**src/rtl/lfd_pkg.sv**
```systemverilog
// Shared types and constants of the linear fade dimmer.
// Holds payload structs, command and register codes, controller state and handshake structs.
// No dependencies; every other file but lfd_stream_if and lfd_div refers to it by scoped name.
package lfd_pkg;

	// reset values of the configuration registers
	localparam int unsigned DEFAULT_LEVEL_RST = 255;
	localparam int unsigned RAMP_UP_RST       = 3000;
	localparam int unsigned RAMP_DOWN_RST     = 3000;
	localparam int unsigned AUTO_OFF_RST      = 0;

	// pwm full-scale value and the level scale it is divided by
	localparam int unsigned PWM_RANGE_DEF = 1023;
	localparam int unsigned LEVEL_SCALE_W = 8;

	// percent scale and the value shown when no fade runs
	localparam int unsigned PCT_SCALE = 100;
	localparam int unsigned PCT_FULL  = 100;

	// shared divider: 25-bit dividend (8 x 17 product), 16-bit divisor
	localparam int unsigned DIV_NUM_W = 25;
	localparam int unsigned DIV_DEN_W = 16;

	// configuration port
	localparam int unsigned APB_ADDR_W = 4;
	localparam int unsigned APB_DATA_W = 32;

	typedef enum logic [2:0] {
		CMD_TICK   = 3'd0,
		CMD_SET    = 3'd1,
		CMD_ON     = 3'd2,
		CMD_OFF    = 3'd3,
		CMD_TOGGLE = 3'd4
	} cmd_t;

	typedef enum logic [1:0] {
		REG_DEFAULT_LEVEL = 2'd0,
		REG_RAMP_UP       = 2'd1,
		REG_RAMP_DOWN     = 2'd2,
		REG_AUTO_OFF      = 2'd3
	} reg_idx_t;

	typedef struct packed {
		logic [2:0]  command;
		logic [7:0]  level;
		logic        use_ramp_override;
		logic [15:0] ramp_ms;
		logic [15:0] elapsed_ms;
	} in_item_t;

	typedef struct packed {
		logic [7:0] current_level;
		logic [7:0] target_level;
		logic [6:0] progress_percent;
		logic [9:0] pwm_duty;
	} out_item_t;

	typedef struct packed {
		logic [7:0]  default_level;
		logic [15:0] ramp_up_ms;
		logic [15:0] ramp_down_ms;
		logic [31:0] auto_off_delay_ms;
	} cfg_t;

	typedef enum logic [3:0] {
		ST_IDLE,
		ST_APPLY,
		ST_MUL_I,
		ST_DIV_I,
		ST_WAIT_I,
		ST_MUL_P,
		ST_DIV_P,
		ST_WAIT_P,
		ST_EMIT
	} state_t;

	// controller to datapath
	typedef struct packed {
		logic capture;
		logic apply;
		logic mul_load;
		logic mul_pct;
		logic div_start;
		logic interp_load;
		logic pct_load;
		logic emit;
	} ctrl_t;

	// datapath to controller
	typedef struct packed {
		logic need_interp;
		logic len_zero;
		logic div_done;
		logic out_free;
	} status_t;

endpackage

```
**src/rtl/lfd_stream_if.sv**
```systemverilog
// Valid/ready stream channel used for requests and results.
// Payload type is set by the instantiating level; no other dependencies.
interface lfd_stream_if #(
	parameter type payload_t = logic
) ();
	logic     valid;
	logic     ready;
	payload_t payload;

	modport source (output valid, output payload, input ready);
	modport sink   (input valid, input payload, output ready);
endinterface

```
**src/rtl/lfd_regs.sv**
```systemverilog
// Configuration register file behind an APB-style port.
// Depends on lfd_pkg for register codes, reset values and the cfg_t struct.
module lfd_regs (
	input  logic                            clk,
	input  logic                            arst_n,
	input  logic                            psel,
	input  logic                            penable,
	input  logic                            pwrite,
	input  logic [lfd_pkg::APB_ADDR_W-1:0]  paddr,
	input  logic [lfd_pkg::APB_DATA_W-1:0]  pwdata,
	output logic [lfd_pkg::APB_DATA_W-1:0]  prdata,
	output logic                            pready,
	output lfd_pkg::cfg_t                   cfg
);
	lfd_pkg::cfg_t     cfg_q;
	lfd_pkg::reg_idx_t idx;
	logic              wr_en;

	assign idx    = lfd_pkg::reg_idx_t'(paddr[3:2]);
	assign wr_en  = psel && penable && pwrite;
	assign pready = 1'b1;
	assign cfg    = cfg_q;

	// register writes
	always_ff @(posedge clk or negedge arst_n) begin
		if (!arst_n) begin
			cfg_q.default_level     <= 8'(lfd_pkg::DEFAULT_LEVEL_RST);
			cfg_q.ramp_up_ms        <= 16'(lfd_pkg::RAMP_UP_RST);
			cfg_q.ramp_down_ms      <= 16'(lfd_pkg::RAMP_DOWN_RST);
			cfg_q.auto_off_delay_ms <= 32'(lfd_pkg::AUTO_OFF_RST);
		end else if (wr_en) begin
			case (idx)
				lfd_pkg::REG_DEFAULT_LEVEL: cfg_q.default_level     <= pwdata[7:0];
				lfd_pkg::REG_RAMP_UP:       cfg_q.ramp_up_ms        <= pwdata[15:0];
				lfd_pkg::REG_RAMP_DOWN:     cfg_q.ramp_down_ms      <= pwdata[15:0];
				lfd_pkg::REG_AUTO_OFF:      cfg_q.auto_off_delay_ms <= pwdata;
				default: ;
			endcase
		end
	end

	// read mux
	always_comb begin
		case (idx)
			lfd_pkg::REG_DEFAULT_LEVEL: prdata = {24'd0, cfg_q.default_level};
			lfd_pkg::REG_RAMP_UP:       prdata = {16'd0, cfg_q.ramp_up_ms};
			lfd_pkg::REG_RAMP_DOWN:     prdata = {16'd0, cfg_q.ramp_down_ms};
			lfd_pkg::REG_AUTO_OFF:      prdata = cfg_q.auto_off_delay_ms;
			default:                    prdata = '0;
		endcase
	end

endmodule

```
**src/rtl/lfd_div.sv**
```systemverilog
// Iterative restoring unsigned divider, one quotient bit per cycle.
// Standalone; widths come from parameters set by the datapath.
module lfd_div #(
	parameter int unsigned NUM_W = 25,
	parameter int unsigned DEN_W = 16
) (
	input  logic             clk,
	input  logic             arst_n,
	input  logic             start,
	input  logic [NUM_W-1:0] num,
	input  logic [DEN_W-1:0] den,
	output logic [NUM_W-1:0] quo,
	output logic             done
);
	localparam int unsigned CNT_W = (NUM_W > 1) ? $clog2(NUM_W) : 1;

	logic [NUM_W-1:0] quo_q;
	logic [DEN_W-1:0] rem_q;
	logic [DEN_W-1:0] den_q;
	logic [CNT_W-1:0] cnt_q;
	logic             busy_q;
	logic             done_q;
	logic [DEN_W:0]   shifted;
	logic             ge;
	logic [DEN_W:0]   trial;

	// one restoring step
	assign shifted = {rem_q, quo_q[NUM_W-1]};
	assign ge      = shifted >= {1'b0, den_q};
	assign trial   = shifted - {1'b0, den_q};

	assign quo  = quo_q;
	assign done = done_q;

	// control: busy flag, step counter, completion pulse
	always_ff @(posedge clk or negedge arst_n) begin
		if (!arst_n) begin
			busy_q <= 1'b0;
			done_q <= 1'b0;
			cnt_q  <= '0;
		end else begin
			done_q <= 1'b0;
			if (start) begin
				busy_q <= 1'b1;
				cnt_q  <= '0;
			end else if (busy_q) begin
				cnt_q <= cnt_q + CNT_W'(1);
				if (cnt_q == CNT_W'(NUM_W - 1)) begin
					busy_q <= 1'b0;
					done_q <= 1'b1;
				end
			end
		end
	end

	// operand and partial remainder registers
	always_ff @(posedge clk) begin
		if (start) begin
			quo_q <= num;
			rem_q <= '0;
			den_q <= den;
		end else if (busy_q) begin
			quo_q <= {quo_q[NUM_W-2:0], ge};
			rem_q <= ge ? trial[DEN_W-1:0] : shifted[DEN_W-1:0];
		end
	end

endmodule

```
**src/rtl/lfd_ctrl.sv**
```systemverilog
// Controller state machine of the fade dimmer.
// Depends on lfd_pkg for state_t, ctrl_t and status_t.
module lfd_ctrl (
	input  logic              clk,
	input  logic              arst_n,
	input  logic              in_valid,
	output logic              in_ready,
	input  lfd_pkg::status_t  status,
	output lfd_pkg::ctrl_t    ctrl
);
	lfd_pkg::state_t state_q;
	lfd_pkg::state_t state_next;

	// state register
	always_ff @(posedge clk or negedge arst_n) begin
		if (!arst_n) begin
			state_q <= lfd_pkg::ST_IDLE;
		end else begin
			state_q <= state_next;
		end
	end

	// next state
	always_comb begin
		state_next = state_q;
		case (state_q)
			lfd_pkg::ST_IDLE:   if (in_valid) state_next = lfd_pkg::ST_APPLY;
			lfd_pkg::ST_APPLY:  state_next = status.need_interp ? lfd_pkg::ST_MUL_I
			                                                    : lfd_pkg::ST_MUL_P;
			lfd_pkg::ST_MUL_I:  state_next = lfd_pkg::ST_DIV_I;
			lfd_pkg::ST_DIV_I:  state_next = lfd_pkg::ST_WAIT_I;
			lfd_pkg::ST_WAIT_I: if (status.div_done) state_next = lfd_pkg::ST_MUL_P;
			lfd_pkg::ST_MUL_P:  state_next = status.len_zero ? lfd_pkg::ST_EMIT
			                                                 : lfd_pkg::ST_DIV_P;
			lfd_pkg::ST_DIV_P:  state_next = lfd_pkg::ST_WAIT_P;
			lfd_pkg::ST_WAIT_P: if (status.div_done) state_next = lfd_pkg::ST_EMIT;
			lfd_pkg::ST_EMIT:   if (status.out_free) state_next = lfd_pkg::ST_IDLE;
			default:            state_next = lfd_pkg::ST_IDLE;
		endcase
	end

	// outputs
	always_comb begin
		ctrl     = '0;
		in_ready = 1'b0;
		case (state_q)
			lfd_pkg::ST_IDLE: begin
				in_ready     = 1'b1;
				ctrl.capture = in_valid;
			end
			lfd_pkg::ST_APPLY:  ctrl.apply = 1'b1;
			lfd_pkg::ST_MUL_I:  ctrl.mul_load = 1'b1;
			lfd_pkg::ST_DIV_I:  ctrl.div_start = 1'b1;
			lfd_pkg::ST_WAIT_I: ctrl.interp_load = status.div_done;
			lfd_pkg::ST_MUL_P: begin
				ctrl.mul_load = 1'b1;
				ctrl.mul_pct  = 1'b1;
			end
			lfd_pkg::ST_DIV_P:  ctrl.div_start = 1'b1;
			lfd_pkg::ST_WAIT_P: ctrl.pct_load = status.div_done;
			lfd_pkg::ST_EMIT:   ctrl.emit = status.out_free;
			default: ;
		endcase
	end

endmodule

```
**src/rtl/lfd_datapath.sv**
```systemverilog
// Datapath of the fade dimmer: channel state, shared multiplier, divider, result register.
// Depends on lfd_pkg and instantiates lfd_div.
module lfd_datapath #(
	parameter int unsigned PWM_RANGE = lfd_pkg::PWM_RANGE_DEF
) (
	input  logic               clk,
	input  logic               arst_n,
	input  lfd_pkg::cfg_t      cfg,
	input  lfd_pkg::in_item_t  item,
	input  lfd_pkg::ctrl_t     ctrl,
	output lfd_pkg::status_t   status,
	output logic               out_valid,
	output lfd_pkg::out_item_t out_item,
	input  logic               out_ready
);
	localparam int unsigned NUM_W = lfd_pkg::DIV_NUM_W;
	localparam int unsigned DEN_W = lfd_pkg::DIV_DEN_W;
	localparam logic [15:0] RANGE_C = 16'(PWM_RANGE);

	lfd_pkg::in_item_t  item_q;
	lfd_pkg::out_item_t out_q;
	logic               out_valid_q;

	// channel state
	logic [7:0]  present_q;
	logic [7:0]  start_q;
	logic [7:0]  goal_q;
	logic [15:0] len_q;
	logic [16:0] prog_q;
	logic [31:0] since_q;

	// arithmetic registers
	logic [NUM_W-1:0] mul_q;
	logic             neg_q;
	logic [6:0]       pct_q;

	lfd_pkg::cmd_t cmd;
	logic          is_cmd;
	logic          is_tick;
	logic [7:0]    goal_new;
	logic [15:0]   len_new;
	logic [32:0]   since_sum;
	logic [31:0]   since_sat;
	logic          auto_off;
	logic [16:0]   prog_sum;
	logic          prog_over;
	logic [7:0]    abs_diff;
	logic [7:0]    mul_a;
	logic [NUM_W-1:0] div_quo;
	logic          div_done;
	logic [7:0]    step;
	logic [23:0]   pwm_prod;

	assign cmd = lfd_pkg::cmd_t'(item_q.command);

	// goal of a command item
	always_comb begin
		is_cmd   = 1'b1;
		is_tick  = 1'b0;
		goal_new = 8'd0;
		case (cmd)
			lfd_pkg::CMD_TICK: begin
				is_cmd  = 1'b0;
				is_tick = 1'b1;
			end
			lfd_pkg::CMD_SET:    goal_new = item_q.level;
			lfd_pkg::CMD_ON:     goal_new = cfg.default_level;
			lfd_pkg::CMD_OFF:    goal_new = 8'd0;
			lfd_pkg::CMD_TOGGLE: goal_new = (present_q != 8'd0) ? 8'd0 : cfg.default_level;
			default:             is_cmd = 1'b0;
		endcase
	end

	assign len_new = item_q.use_ramp_override ? item_q.ramp_ms
	               : ((goal_new != 8'd0) ? cfg.ramp_up_ms : cfg.ramp_down_ms);

	// tick: saturating time since command and auto-off check
	assign since_sum = {1'b0, since_q} + {17'd0, item_q.elapsed_ms};
	assign since_sat = since_sum[32] ? '1 : since_sum[31:0];
	assign auto_off  = (cfg.auto_off_delay_ms != 32'd0) && (goal_q != 8'd0)
	                && (since_sat >= cfg.auto_off_delay_ms);

	// tick: fade progress
	assign prog_sum  = prog_q + {1'b0, item_q.elapsed_ms};
	assign prog_over = prog_sum >= {1'b0, len_q};

	// shared multiplier operands
	assign abs_diff = (goal_q >= start_q) ? (goal_q - start_q) : (start_q - goal_q);
	assign mul_a    = ctrl.mul_pct ? 8'(lfd_pkg::PCT_SCALE) : abs_diff;

	assign step     = div_quo[7:0];
	assign pwm_prod = RANGE_C * {8'd0, present_q};

	assign status.need_interp = is_tick && !auto_off && (present_q != goal_q)
	                         && (len_q != 16'd0) && !prog_over;
	assign status.len_zero    = (len_q == 16'd0);
	assign status.div_done    = div_done;
	assign status.out_free    = !out_valid_q || out_ready;

	// request capture
	always_ff @(posedge clk) begin
		if (ctrl.capture) begin
			item_q <= item;
		end
	end

	// channel state update
	always_ff @(posedge clk or negedge arst_n) begin
		if (!arst_n) begin
			present_q <= '0;
			start_q   <= '0;
			goal_q    <= '0;
			len_q     <= '0;
			prog_q    <= '0;
			since_q   <= '0;
		end else if (ctrl.apply) begin
			if (is_cmd) begin
				start_q <= present_q;
				goal_q  <= goal_new;
				len_q   <= len_new;
				prog_q  <= '0;
				since_q <= '0;
			end else if (is_tick) begin
				if (auto_off) begin
					// switch-off with default ramp; only a zero ramp moves the level now
					start_q <= present_q;
					goal_q  <= 8'd0;
					len_q   <= cfg.ramp_down_ms;
					prog_q  <= '0;
					since_q <= '0;
					if (cfg.ramp_down_ms == 16'd0) begin
						present_q <= 8'd0;
					end
				end else begin
					since_q <= since_sat;
					if (present_q != goal_q) begin
						if (len_q == 16'd0) begin
							present_q <= goal_q;
						end else if (prog_over) begin
							present_q <= goal_q;
							len_q     <= '0;
							prog_q    <= '0;
						end else begin
							prog_q <= prog_sum;
						end
					end
				end
			end
		end else if (ctrl.interp_load) begin
			present_q <= neg_q ? (start_q - step) : (start_q + step);
		end
	end

	// multiplier and percent registers
	always_ff @(posedge clk) begin
		if (ctrl.mul_load) begin
			mul_q <= NUM_W'(mul_a) * NUM_W'(prog_q);
			if (!ctrl.mul_pct) begin
				neg_q <= goal_q < start_q;
			end
		end
		if (ctrl.pct_load) begin
			pct_q <= div_quo[6:0];
		end
	end

	lfd_div #(
		.NUM_W (NUM_W),
		.DEN_W (DEN_W)
	) u_div (
		.clk    (clk),
		.arst_n (arst_n),
		.start  (ctrl.div_start),
		.num    (mul_q),
		.den    (len_q),
		.quo    (div_quo),
		.done   (div_done)
	);

	// result register
	always_ff @(posedge clk or negedge arst_n) begin
		if (!arst_n) begin
			out_valid_q <= 1'b0;
		end else if (ctrl.emit) begin
			out_valid_q <= 1'b1;
		end else if (out_ready) begin
			out_valid_q <= 1'b0;
		end
	end

	always_ff @(posedge clk) begin
		if (ctrl.emit) begin
			out_q.current_level    <= present_q;
			out_q.target_level     <= goal_q;
			out_q.progress_percent <= (len_q == 16'd0) ? 7'(lfd_pkg::PCT_FULL) : pct_q;
			out_q.pwm_duty         <= pwm_prod[lfd_pkg::LEVEL_SCALE_W +: 10];
		end
	end

	assign out_valid = out_valid_q;
	assign out_item  = out_q;

endmodule

```
**src/rtl/led_linear_fade_dimmer.sv**
```systemverilog
// One LED dimmer channel with a linear fade. Each request (tick or command) yields one result
// with the level, target, percent progress and PWM duty. The block works on one request at a
// time: a tick that interpolates runs the shared divider once for interpolation and once for
// percent, and a command or a tick that does not interpolate runs it once for percent when a
// fade length is set and not at all when it is zero. The block returns to idle as the result
// is registered and then takes the next request. A finished result sits in an output register,
// so the next request is taken while it waits; the result of that next request is registered
// only once the waiting one has been taken.
// Depends on lfd_pkg, lfd_stream_if, lfd_regs, lfd_ctrl and lfd_datapath.
module led_linear_fade_dimmer #(
	parameter int unsigned PWM_RANGE = lfd_pkg::PWM_RANGE_DEF
) (
	input  logic                           clk,
	input  logic                           arst_n,
	lfd_stream_if.sink                     req,
	lfd_stream_if.source                   res,
	input  logic                           psel,
	input  logic                           penable,
	input  logic                           pwrite,
	input  logic [lfd_pkg::APB_ADDR_W-1:0] paddr,
	input  logic [lfd_pkg::APB_DATA_W-1:0] pwdata,
	output logic [lfd_pkg::APB_DATA_W-1:0] prdata,
	output logic                           pready
);
	lfd_pkg::cfg_t      cfg;
	lfd_pkg::ctrl_t     ctrl;
	lfd_pkg::status_t   status;
	lfd_pkg::out_item_t out_item;
	logic               in_ready;
	logic               out_valid;

	assign req.ready   = in_ready;
	assign res.valid   = out_valid;
	assign res.payload = out_item;

	// configuration registers
	lfd_regs u_regs (
		.clk     (clk),
		.arst_n  (arst_n),
		.psel    (psel),
		.penable (penable),
		.pwrite  (pwrite),
		.paddr   (paddr),
		.pwdata  (pwdata),
		.prdata  (prdata),
		.pready  (pready),
		.cfg     (cfg)
	);

	// sequencing
	lfd_ctrl u_ctrl (
		.clk      (clk),
		.arst_n   (arst_n),
		.in_valid (req.valid),
		.in_ready (in_ready),
		.status   (status),
		.ctrl     (ctrl)
	);

	// state and arithmetic
	lfd_datapath #(
		.PWM_RANGE (PWM_RANGE)
	) u_datapath (
		.clk       (clk),
		.arst_n    (arst_n),
		.cfg       (cfg),
		.item      (req.payload),
		.ctrl      (ctrl),
		.status    (status),
		.out_valid (out_valid),
		.out_item  (out_item),
		.out_ready (res.ready)
	);

endmodule
```
**src/flat_wrapper.sv**
```systemverilog
// flat-port wrapper written by rule: the top's interface ports become plain ports
module led_linear_fade_dimmer_flat 
#(
	parameter int unsigned PWM_RANGE = lfd_pkg::PWM_RANGE_DEF
)
  (clk, arst_n, psel, penable, pwrite, paddr, pwdata, prdata, pready, req_valid, req_payload, req_ready, res_valid, res_payload, res_ready);
  lfd_stream_if req_i ();
  lfd_stream_if res_i ();
  input  logic clk;
  input  logic arst_n;
  input  logic psel;
  input  logic penable;
  input  logic pwrite;
  input  logic [lfd_pkg::APB_ADDR_W-1:0] paddr;
  input  logic [lfd_pkg::APB_DATA_W-1:0] pwdata;
  output logic [lfd_pkg::APB_DATA_W-1:0] prdata;
  output logic pready;
  input wire logic [$bits(req_i.valid)-1:0] req_valid;
  input wire logic [$bits(req_i.payload)-1:0] req_payload;
  output wire logic [$bits(req_i.ready)-1:0] req_ready;
  output wire logic [$bits(res_i.valid)-1:0] res_valid;
  output wire logic [$bits(res_i.payload)-1:0] res_payload;
  input wire logic [$bits(res_i.ready)-1:0] res_ready;
  assign req_i.valid = req_valid;
  assign req_i.payload = req_payload;
  assign req_ready = req_i.ready;
  assign res_valid = res_i.valid;
  assign res_payload = res_i.payload;
  assign res_i.ready = res_ready;
  led_linear_fade_dimmer #(.PWM_RANGE(PWM_RANGE)) u_core (.clk(clk), .arst_n(arst_n), .req(req_i), .res(res_i), .psel(psel), .penable(penable), .pwrite(pwrite), .paddr(paddr), .pwdata(pwdata), .prdata(prdata), .pready(pready));
endmodule
```
**config.mk**
```make
export PLATFORM = sky130hd
export DESIGN_NAME = led_linear_fade_dimmer_flat
export DESIGN_NICKNAME = d
export VERILOG_FILES = /design/src/rtl/lfd_pkg.sv /design/src/rtl/lfd_stream_if.sv /design/src/rtl/lfd_regs.sv /design/src/rtl/lfd_div.sv /design/src/rtl/lfd_ctrl.sv /design/src/rtl/lfd_datapath.sv /design/src/rtl/led_linear_fade_dimmer.sv /design/src/flat_wrapper.sv
export SDC_FILE = /design/constraint.sdc
export NUM_CORES = 1
export LEC_CHECK = 0
export BUFFER_PORTS_ARGS = -buffer_cell sky130_fd_sc_hd__buf_2
export CELL_PAD_IN_SITES_DETAIL_PLACEMENT = 1
export CELL_PAD_IN_SITES_GLOBAL_PLACEMENT = 1
export CORE_MARGIN = 2
export CORE_UTILIZATION = 53
export CTS_CLUSTER_SIZE = 10
export DETAILED_ROUTE_END_ITERATION = 10
export HOLD_SLACK_MARGIN = 0.08
export PLACE_DENSITY_LB_ADDON = 0.1
export REMOVE_ABC_BUFFERS = 1
export SLEW_MARGIN = 25
export SYNTH_ARGS = -nofsm -noshare
export SYNTH_HDL_FRONTEND = slang
export SYNTH_HIERARCHICAL = 1
export SYNTH_SLANG_ARGS = --single-unit
```
**constraint.sdc**
```tcl
create_clock -name clk -period 9.3 [get_ports clk]
set_input_delay 0.465 -clock clk [delete_from_list [all_inputs] [get_ports clk]]
set_output_delay 0.465 -clock clk [all_outputs]
set_load 0.005 [all_outputs]
```
==> impl_metrics.ini <==
[outcome]
outcome = finished clean

[critical_path]
critPathLaunchType = flop
crit_path_start = u_core/u_datapath/goal_q[0]
required_ps = 9620
regToRegEndpoint = u_core/u_datapath/mul_q[24]
r2r_start = u_core/u_datapath/goal_q[0]
r2r_cells = 29
worstPathArrival_ps = 8650
slowest_stage = fa_1
cp-end-kind = flop
cp_slowest_stage_delay_ps = 550
crit_path_end = u_core/u_datapath/mul_q[24]
rrSetupSlack_ps = 970
critical_path_depth = 29
path_common_cell = fa_1
path_class = reg2reg
path_max_fanout = 17
critical_path_buf_inv_count = 4
critical_path.top_delay_family = adder cells

[placed_design]
port_buffers = 76
place_hpwl_microns = 46300
pre_cts_slack_ps = 1140
gp_congestion = 0.889

[cts]
cts_tree = done
clkTransAtPathRegs_ps = 60
cts_sinks = 301
cts_setup_buffers = 0
clk_latency_ps = 590
cts_buffers = 39
clk_path_buf_depth = 3
h-tree-depth = 2
root_buffer = clkbuf_16

[synth]
syn_inst = 2218
yosys_warnings = 6
syn-mean-instance-area_sq_um = 10.2
mappedNetlistArea_sq_um = 22600

[floorplanning]
chipHeight_microns = 210
die_w_microns = 210
die_area_sq_um = 44300
num_rows = 75
coreArea_sq_um = 42000
start_util = 0.537
io_pins = 80

[run]
drv_cap = 0

[power_and_ir_drop]
vdd_drop_max_v = 0.000188
powerDensity_nw_per_um2 = 132
power_mw = 3.28
leakage_nw = 11.6

[timing]
skew_ps = 28.2
final-hold-violation-count = 0
setup_ws_ps = 966
finalSetupViolCount = 0
tightestPinTransition_ps = 1070
rsz0062_at_grt = no
finalCriticalPeriod_ps = 8330
relSlewSlack = 0.287
fmax_ghz = 0.120
post-route-period-util = 0.896
setup_tns_ps = 0
hold_ws_ps = 110
report.final.slew_viol_count = 0

[global_routing]
grt_max_degree = 98
grt_pass1_wl_microns = 101000
antenna_found_initial = 1
grt_pass1_vias = 18600
overflow = 0
grt.total_usage = 0.289

[route]
route.detailed.drc = 0
wl_per_cell_microns = 21.5
drt-initial-drc-count = 927
wirelength_microns = 62200
vias = 17000
vias_per_cell = 5.90
first_pass_iters = 5
detail-route-antenna-nets = 0

[cells_and_area]
drive_gt1_frac = 0.137
final_nets = 2659
seq_area_sq_um = 8040
multi_input_area_sq_um = 13400
antenna_cells = 0
layout_commonest_cell = inv_1
fillCellCount = 4689
final_cell_mix = 262 x inv_1, 183 x ha_1, 171 x nand2_1, 151 x dfrtp_1, 112 x edfxtp_1
areaGrowthSynthToFinish_pct = 9.90

[worst_hold_path]
holdCritPathClass = in2reg
what timing repair did:
item | in CTS | in global routing
resized for setup | 0 | 0
hold buffers | 1 | 0
endpoints found under the hold margin | 76 | 0
through the flow:
stage | area (sq um) | std cells | util
after detailed placement | 23600 | 2815 | 0.561
after global placement | 23600 | 2815 | 0.560
after CTS | 24800 | 2885 | 0.589
after floorplan | 22400 | 2184 | -
after global routing | 24800 | 2888 | 0.590
final | 24800 | 2888 | 0.590
worst min path at each step:
stage | slack (ps) | end | cells after the start | from
3_3_place_gp | 460 | u_core/u_datapath/since_q[2] | 1 | u_core/u_datapath/since_q[2]
4_1_cts | 80 | u_core/u_regs/cfg[25] | 2 | pwdata[25]
6_report | 110 | u_core/u_regs/cfg[25] | 2 | pwdata[25]
3_5_place_dp | 470 | u_core/u_datapath/since_q[3] | 1 | u_core/u_datapath/since_q[3]
5_1_grt | 90 | u_core/u_datapath/item_q[0] | 1 | req_payload
2_1_floorplan | 170 | u_core/u_ctrl/state_q[0] | 0 | arst_n
cell type report:
type | instances | share of cell area
multi-input combinational | 1620 | 0.539
sequential | 301 | 0.324
clock buffer | 60 | 0.0429
inverter | 263 | 0.0398
tap | 539 | 0.0272
timing repair buffer | 96 | 0.0231
clock inverter | 9 | 0.00464
flip-flops by register name, summed over array words and instances (netlist names), 16 cells and up:
| signal | flops |
|---|---|
| u_core/u_datapath/u_div/rem_q | 16 |
| u_core/u_datapath/u_div/quo | 25 |
| u_core/u_datapath/len_q | 16 |
| u_core/u_datapath/prog_q | 17 |
| u_core/u_datapath/u_div/den_q | 16 |
| u_core/u_datapath/since_q | 32 |
| u_core/u_datapath/item_q | 41 |
| u_core/u_regs/cfg | 72 |
| u_core/u_datapath/mul_q | 25 |
where the power goes:
part           switching (mW)  leakage [nW]  internal (mW)
clock network           0.613         0.562          0.800
registers               0.106          3.22           1.46
logic                   0.139          7.83          0.157
total                   0.858          11.6           2.42
routing by layer:
layer | up-vias | global-route usage | wire, microns
met5 | - | 0 | 0
met4 | 0 | 0.106 | 1840
met3 | 96 | 0.0335 | 2200
met2 | 340 | 0.503 | 30900
met1 | 8722 | 0.373 | 27300
li1 | 7882 | - | -
No activity file was read; power rests on OpenSTA's default activity.
